File: config.mk
export PLATFORM = sky130hd
export DESIGN_NAME = debounced_pulse_counter_history
export DESIGN_NICKNAME = d
export VERILOG_FILES = /design/src/rtl/dpch_pkg.sv /design/src/rtl/dpch_ring.sv /design/src/rtl/debounced_pulse_counter_history.sv
export SDC_FILE = /design/constraint.sdc
export NUM_CORES = 2
export LEC_CHECK = 0
export ABC_AREA = 0
export BUFFER_PORTS_ARGS = -buffer_cell sky130_fd_sc_hd__buf_2
export CORE_MARGIN = 2
export CORE_UTILIZATION = 45
export DETAILED_ROUTE_END_ITERATION = 10
export HOLD_SLACK_MARGIN = 0.06
export SKIP_CTS_REPAIR_TIMING = 1
export SYNTH_ARGS = -nofsm -noshare
export SYNTH_HDL_FRONTEND = slang
export SYNTH_HIERARCHICAL = 1
export SYNTH_SLANG_ARGS = --single-unit
File: constraint.sdc
create_clock -name clk -period 7.05 [get_ports clk]
set_clock_uncertainty 0.15 [all_clocks]
set_input_delay 0.705 -clock clk [delete_from_list [all_inputs] [get_ports clk]]
set_output_delay 0.705 -clock clk [all_outputs]
set_load 0.1 [all_outputs]
File: src/rtl/dpch_pkg.sv
`default_nettype none
package dpch_pkg;

  localparam int HistDepth = 64;
  localparam int HistAw    = $clog2(HistDepth);
  localparam int FillW     = $clog2(HistDepth + 1);
  localparam int DebW      = 26;
  localparam int CfgIdxW   = 8;

  localparam logic [9:0]  UsPerMs = 10'd1000;
  localparam logic [19:0] UsPerS  = 20'd1000000;

  localparam logic [DebW-1:0] DebUsReset       = DebW'(500 * 1000);
  localparam logic [19:0]     RateTimeoutReset = 20'd300;

  localparam logic [CfgIdxW-1:0] RegDebounceMs   = CfgIdxW'(0);
  localparam logic [CfgIdxW-1:0] RegRateTimeout  = CfgIdxW'(1);
  localparam logic [CfgIdxW-1:0] RegCountBase    = CfgIdxW'(2);
  localparam logic [CfgIdxW-1:0] RegSavedLastWall = CfgIdxW'(3);

  localparam logic OpPulse = 1'b0;
  localparam logic OpQuery = 1'b1;

endpackage
`default_nettype wire

File: src/rtl/dpch_ring.sv
`default_nettype none
module dpch_ring (
  input  wire logic                        clk,
  input  wire logic                        wr_en,
  input  wire logic [dpch_pkg::HistAw-1:0] wr_addr,
  input  wire logic [31:0]                 wr_data,
  input  wire logic                        rd_en,
  input  wire logic [dpch_pkg::HistAw-1:0] rd_addr,
  output logic      [31:0]                 rd_data
);
  import dpch_pkg::*;

  logic [31:0] mem [HistDepth];

  always_ff @(posedge clk) begin
    if (wr_en) begin
      mem[wr_addr] <= wr_data;
    end
  end

  always_ff @(posedge clk) begin
    if (rd_en) begin
      rd_data <= mem[rd_addr];
    end
  end

endmodule
`default_nettype wire

File: src/rtl/debounced_pulse_counter_history.sv
`default_nettype none
// Debounced meter pulse counter with a wall-clock history ring.
// Input channel (in_valid / in_stall): one word per pulse edge or count query.
// Result channel (out_valid / out_stall): exactly one result word per input word,
// in order, held steady while out_stall is high.
// Configuration channel (cfg_valid / cfg_ready, cfg_ready always high): index 0
// debounce in ms, 1 rate timeout in s, 2 restored count base, 3 restored last
// wall second (also loads the live last wall second); other indexes are ignored.
// A pulse edge passes through states StEval and StPfin after acceptance; its
// result word is registered from StPfin once the output register is free.
// A query walks the ring newest first, one entry per cycle through the single
// read port of the ring memory, until an entry is not later than the query
// second or all filled entries of the 64-entry ring are read; an empty ring
// skips the walk and goes straight to its result word.
// One word is worked on at a time; the next is taken once the current result
// sits in the output register, so a waiting result does not block acceptance.
// A stalled receiver holds the result register and the engine waits before it
// commits the following word. Reset clears count, ring head and fill, debounce
// history and restores register defaults (500 ms, 300 s, base 0, last wall 0).
module debounced_pulse_counter_history (
  input  wire logic                          clk,
  input  wire logic                          rst_n,
  input  wire logic                          in_valid,
  output logic                               in_stall,
  input  wire logic                          in_operation,
  input  wire logic [47:0]                   in_stamp_us,
  input  wire logic [31:0]                   in_wall_s,
  input  wire logic                          in_wall_time_valid,
  input  wire logic [31:0]                   in_query_s,
  output logic                               out_valid,
  input  wire logic                          out_stall,
  output logic                               out_accepted,
  output logic      [31:0]                   out_pulse_count,
  output logic      [47:0]                   out_interval_us,
  output logic      [31:0]                   out_count_at_query,
  input  wire logic                          cfg_valid,
  output logic                               cfg_ready,
  input  wire logic [dpch_pkg::CfgIdxW-1:0]  cfg_index,
  input  wire logic [31:0]                   cfg_data
);
  import dpch_pkg::*;

  localparam logic [2:0] StIdle = 3'd0;
  localparam logic [2:0] StEval = 3'd1;
  localparam logic [2:0] StPfin = 3'd2;
  localparam logic [2:0] StWalk = 3'd3;
  localparam logic [2:0] StQfin = 3'd4;

  logic [2:0]        state_r, state_nxt;

  logic [DebW-1:0]   deb_us_r;
  logic [19:0]       rate_timeout_r;
  logic [31:0]       count_base_r;
  logic [31:0]       last_wall_r;
  logic [47:0]       last_accept_r;
  logic              have_r;
  logic [31:0]       counted_r;
  logic [HistAw-1:0] head_r;
  logic [FillW-1:0]  fill_r;

  logic [47:0]       stamp_r;
  logic [31:0]       wall_r;
  logic              wall_ok_r;
  logic [31:0]       query_r;

  logic              drop_r;
  logic [47:0]       diff_r;
  logic              first_ok_r;
  logic [19:0]       gap_r;
  logic [FillW-1:0]  newer_r, newer_nxt;

  logic              out_valid_r;
  logic              out_acc_r;
  logic [31:0]       out_cnt_r;
  logic [47:0]       out_int_r;
  logic [31:0]       out_caq_r;

  logic              out_free;
  logic [DebW-1:0]   deb_prod;
  logic [48:0]       diff;
  logic [31:0]       gap;
  logic [39:0]       gap_prod;
  logic [31:0]       total;
  logic [31:0]       counted_inc;
  logic [47:0]       interval;
  logic              rd_en;
  logic [FillW-1:0]  rd_k;
  logic [HistAw-1:0] rd_addr;
  logic [31:0]       rd_data;
  logic [FillW:0]    addr_wide;
  logic              ring_full;
  logic              walk_hit;

  assign cfg_ready = 1'b1;
  assign in_stall  = (state_r != StIdle);
  assign out_free  = !out_valid_r || !out_stall;

  assign out_valid          = out_valid_r;
  assign out_accepted       = out_acc_r;
  assign out_pulse_count    = out_cnt_r;
  assign out_interval_us    = out_int_r;
  assign out_count_at_query = out_caq_r;

  assign deb_prod    = {10'd0, cfg_data[15:0]} * {16'd0, UsPerMs};
  assign diff        = {1'b0, stamp_r} - {1'b0, last_accept_r};
  assign gap         = wall_r - last_wall_r;
  assign gap_prod    = {20'd0, gap_r} * {20'd0, UsPerS};
  assign total       = count_base_r + counted_r;
  assign counted_inc = counted_r + 32'd1;
  assign ring_full   = (fill_r == FillW'(HistDepth));
  assign walk_hit    = (rd_data > query_r);

  always_comb begin
    if (have_r) begin
      interval = diff_r;
    end else if (first_ok_r) begin
      interval = {8'd0, gap_prod};
    end else begin
      interval = 48'd0;
    end
  end

  // ring entry k places back from the newest
  always_comb begin
    if ({1'b0, head_r} > rd_k) begin
      addr_wide = (FillW + 1)'(head_r) - (FillW + 1)'(rd_k) - (FillW + 1)'(1);
    end else begin
      addr_wide = (FillW + 1)'(head_r) + (FillW + 1)'(HistDepth - 1) - (FillW + 1)'(rd_k);
    end
  end
  assign rd_addr = addr_wide[HistAw-1:0];

  always_comb begin
    state_nxt = state_r;
    newer_nxt = newer_r;
    rd_en     = 1'b0;
    rd_k      = '0;
    unique case (state_r)
      StIdle: begin
        if (in_valid) begin
          if (in_operation == OpQuery) begin
            newer_nxt = '0;
            if (fill_r == '0) begin
              state_nxt = StQfin;
            end else begin
              rd_en     = 1'b1;
              state_nxt = StWalk;
            end
          end else begin
            state_nxt = StEval;
          end
        end
      end
      StEval: begin
        state_nxt = StPfin;
      end
      StPfin: begin
        if (out_free) begin
          state_nxt = StIdle;
        end
      end
      StWalk: begin
        if (walk_hit) begin
          newer_nxt = newer_r + FillW'(1);
          if (newer_nxt == fill_r) begin
            state_nxt = StQfin;
          end else begin
            rd_k  = newer_nxt;
            rd_en = 1'b1;
          end
        end else begin
          state_nxt = StQfin;
        end
      end
      StQfin: begin
        if (out_free) begin
          state_nxt = StIdle;
        end
      end
      default: begin
        state_nxt = StIdle;
      end
    endcase
  end

  dpch_ring u_ring (
    .clk     (clk),
    .wr_en   (state_r == StPfin && out_free && !drop_r),
    .wr_addr (head_r),
    .wr_data (wall_r),
    .rd_en   (rd_en),
    .rd_addr (rd_addr),
    .rd_data (rd_data)
  );

  always_ff @(posedge clk) begin
    if (!rst_n) begin
      state_r        <= StIdle;
      deb_us_r       <= DebUsReset;
      rate_timeout_r <= RateTimeoutReset;
      count_base_r   <= '0;
      last_wall_r    <= '0;
      last_accept_r  <= '0;
      have_r         <= 1'b0;
      counted_r      <= '0;
      head_r         <= '0;
      fill_r         <= '0;
      newer_r        <= '0;
      out_valid_r    <= 1'b0;
    end else begin
      state_r <= state_nxt;
      newer_r <= newer_nxt;
      if (out_valid_r && !out_stall) begin
        out_valid_r <= 1'b0;
      end
      if (cfg_valid && cfg_ready) begin
        unique case (cfg_index)
          RegDebounceMs:    deb_us_r       <= deb_prod;
          RegRateTimeout:   rate_timeout_r <= cfg_data[19:0];
          RegCountBase:     count_base_r   <= cfg_data;
          RegSavedLastWall: last_wall_r    <= cfg_data;
          default: ;
        endcase
      end
      if (state_r == StPfin && out_free) begin
        out_valid_r <= 1'b1;
        if (!drop_r) begin
          last_accept_r <= stamp_r;
          have_r        <= 1'b1;
          last_wall_r   <= wall_r;
          counted_r     <= counted_inc;
          head_r        <= (head_r == HistAw'(HistDepth - 1)) ? '0 : head_r + HistAw'(1);
          if (!ring_full) begin
            fill_r <= fill_r + FillW'(1);
          end
        end
      end
      if (state_r == StQfin && out_free) begin
        out_valid_r <= 1'b1;
      end
    end
  end

  always_ff @(posedge clk) begin
    if (state_r == StIdle && in_valid) begin
      stamp_r   <= in_stamp_us;
      wall_r    <= in_wall_s;
      wall_ok_r <= in_wall_time_valid;
      query_r   <= in_query_s;
    end
    if (state_r == StEval) begin
      drop_r     <= have_r && (diff[48] || diff[47:0] < {22'd0, deb_us_r});
      diff_r     <= diff[47:0];
      first_ok_r <= (last_wall_r != '0) && wall_ok_r && (wall_r > last_wall_r) &&
                    (gap <= {12'd0, rate_timeout_r});
      gap_r      <= gap[19:0];
    end
    if (state_r == StPfin && out_free) begin
      out_acc_r <= !drop_r;
      out_cnt_r <= drop_r ? total : count_base_r + counted_inc;
      out_int_r <= drop_r ? 48'd0 : interval;
      out_caq_r <= '0;
    end
    if (state_r == StQfin && out_free) begin
      out_acc_r <= 1'b0;
      out_cnt_r <= total;
      out_int_r <= '0;
      out_caq_r <= (newer_r >= fill_r && ring_full) ? total : total - 32'(newer_r);
    end
  end

endmodule
`default_nettype wire
==> reports/qor.txt <==
status: complete, no violations
Synth Flop Type: edfxtp_1
Starting DRT DRC Count: 7054
Slew HR: 11.6%
area grow syn2layout: 15.3%
Min-Delay Path Class: in -> reg
RD Place Congestion: 0.919
worst-skew pair later-pin latency: 940 ps
largest net degree at the start of global routing: 201
global route overflow: 0
Worst setup SP type: register
RSZ-0062 raised after global routing: false
Yosys warning count: 6
# clock sinks: 2588
first-pass GRT wire length: 455000 µm
syn avg cell area: 16.2 µm²
ys async rst share: 0%
TNS Setup: 0 ps
kind of critical path: reg -> reg
Static Leak: 46.8 nW
Seq cells post-synth: 2588
max frequency: 153 MHz
fin crit share: 92.6%
Die X: 507 µm
Gate Count Post-Synth: 7026
Total GRT Usage: 24.4%
fin nets: 8396
Top Ports: 275
Initial Utilization: 45.3%
vias in the first global route: 65100
Chip Height: 507 µm
post-route minimum period: 6530 ps
reg2reg start: u_ring/rd_data[9]$_DFFE_PP_
Synth cell types: 95
DRT Pass-1 Iters: 5
worst hold endpoint: rate_timeout_r[7]$_SDFFE_PN0P_
Final Hold Viols: 0
post-synthesis cell area: 0.114 mm²
final hold slack: 55.9 ps
vias post-DR: 66200
Hold Crit Start: cfg_data[7]
endpoints failing setup: 0
CP max FO: 16
crit end category: register
CP arrival: 7040 ps
critical path data required time: 7560 ps
H-tree lvl count: 5
Worst R2R End: u_ring/rd_data[31]$_DFFE_PP_
Worst-Margin Slew: 1320 ps
die area: 0.257 mm²
worst slack, placed: 77.5 ps
min setup slack post-route: 523 ps
worst-case reg-to-reg path depth: 25
EDFF count, synth: 2327
Core Region: 0.252 mm²
Peak VDD IR: 327 µV
share of the core filled with cells: 52.2%
Max Root-Sink Buffers: 4
cell area power density: 299 mW/mm²
DRC: 0
Worst-path clk slew: 70 ps
TritonCTS clock tree: done
Pwr Total: 39.3 mW
Post-Syn Nets: 7730
I/O Buffers: 273
hold path depth: 3
Avg Vias per Cell: 5.89
DRT antenna net count: 0
internal reg-to-reg setup slack: 520 ps
CTS Buf Count: 291
routed length per instance: 28.3 µm
WL final: 318000 µm
root buffer cell: clkbuf_16
row count: 184
fraction of layout cells with a size suffix above 1: 20.2%
initial antenna violation count: 14
max-cap violations: 0
DP HPWL: 204000 µm
Slew Viols, Final: 0
Seq/Total Area, Yosys: 65.9%
## Yosys cell counts (all sizes together) (27+ instances only)
library cell	number	area, µm²
mux4	544	12300
o21bai	27	206
o221ai	28	245
xor2	116	1020
a22oi	43	323
nand4	50	319
or3	28	175
nand2	448	1680
inv	342	1280
o22ai	87	544
o21ai	161	813
nor2b	48	300
nor2	367	1380
a211oi	55	430
a21oi	391	1960
buf	118	651
and3	37	234
dfxtp	261	5230
nand2b	48	300
ha	410	5130
edfxtp	2327	69900
nand3	75	375
mux2i	132	1320
a21o	117	881
clkbuf	175	658
xnor2	153	1340
fa	135	2700
nor3	50	250
## metal layers
metal	vias to the layer above	GRT usage, %	part of all wire, %	wire length (µm)
met1	34200	33.9	41	130000
met4	2	7.94	3.4	11000
met3	519	3.92	7.9	25100
li1	28600	-	-	-
met2	2884	39.3	48	151000
met5	-	0	0.0041	13
## area by class of cell
cell class | count | area (µm²)
Antenna cell | 8 | 20.0
Clock buffer | 366 | 7770
Clock inverter | 126 | 1140
Fill cell | 20200 | 120000
Inverter | 342 | 1290
Multi-Input combinational cell | 3803 | 36800
Sequential cell | 2588 | 75100
Tap cell | 3348 | 4190
Timing Repair Buffer | 666 | 5020
## critical path, cell delays in order, from the launching register on
cell and delay (ps):
edfxtp_1 370, ha_1 310, a21o_1 200, a21o_1 170, a21o_1 170, a21o_1 170, a21o_1 170, a21o_1 180
a221o_1 340, a211oi_1 230, nor2_1 230, o31a_1 180, nand2_1 130, ha_1 240, a21o_1 180, a21oi_1 210
o21bai_1 100, a21oi_1 170, xnor2_1 160, xnor2_4 590, nand2b_1 180, buf_4 290, o221ai_1 170, a21oi_1 270
a21oi_1 150, nor2_1 510
## cells in the final DEF, fill, tap and decap left out, types with 87 or more instances in the layout
| cell type | synthesis | layout |
|---|---|---|
| o22ai_1 | 87 | 87 |
| a21oi_1 | 390 | 390 |
| edfxtp_1 | 2327 | 2327 |
| mux2i_1 | 132 | 132 |
| o21ai_0 | 158 | 158 |
| inv_1 | 342 | 339 |
| dlygate4sd3_1 | 0 | 132 |
| clkbuf_16 | 0 | 296 |
| nor2_1 | 367 | 304 |
| buf_2 | 58 | 273 |
| buf_4 | 26 | 231 |
| xor2_1 | 116 | 115 |
| mux4_2 | 544 | 544 |
| fa_1 | 135 | 134 |
| a21o_1 | 115 | 115 |
| dfxtp_1 | 261 | 261 |
| xnor2_1 | 153 | 150 |
| ha_1 | 410 | 409 |
| nand2_1 | 448 | 447 |
## stage by stage
stage | instances | cell area (µm²)
floorplan | 7026 | 114000
global placement | 10600 | 121000
detailed placement | 10600 | 121000
CTS | 11100 | 130000
global route | 11200 | 131000
finish | 11200 | 131000
## kinds of logic (layout without fill, tap and decap cells)
group                    Yosys count  count (layout)  synth area share, %
AND/OR/NAND/NOR                 1239            1239                 4.97
other                              1               9              0.00329
AO/OA/AOI/OAI                   1072            1072                 5.95
multiplexers                     677             677                 11.9
flip-flops                      2588            2588                 65.9
buffers and inverters            635            1500                 2.28
XOR/XNOR                         269             269                 2.07
adder cells (fa/ha/maj)          545             545                 6.88
## state kept, by name, indices dropped and copies added (netlist names), 48 cells and up
| signal | count |
|---|---|
| u_ring/mem | 2048 |
| last_accept_r | 48 |
| out_interval_us | 48 |
| stamp_r | 48 |
| diff_r | 48 |
## worst max-delay path by stage
stage	cells after the start	from	end
3_3_place_gp	24	query_r[9]$_DFFE_PP_	u_ring/rd_data[8]$_DFFE_PP_
5_1_grt	25	u_ring/rd_data[9]$_DFFE_PP_	u_ring/rd_data[31]$_DFFE_PP_
2_1_floorplan	2	state_r[0]$_SDFFE_PN0P_	diff_r[0]$_DFFE_PP_
6_report	25	u_ring/rd_data[9]$_DFFE_PP_	u_ring/rd_data[31]$_DFFE_PP_
4_1_cts	24	query_r[25]$_DFFE_PP_	u_ring/rd_data[8]$_DFFE_PP_
3_5_place_dp	24	query_r[25]$_DFFE_PP_	u_ring/rd_data[8]$_DFFE_PP_
## power by group
group	switching, mW	internal [mW]	leakage, nW
Combinational	4.76	2.83	19.3
Clock	5.93	8.46	4.37
Sequential	0.180	17.2	23.1
Power figures use the tool's default switching activity.
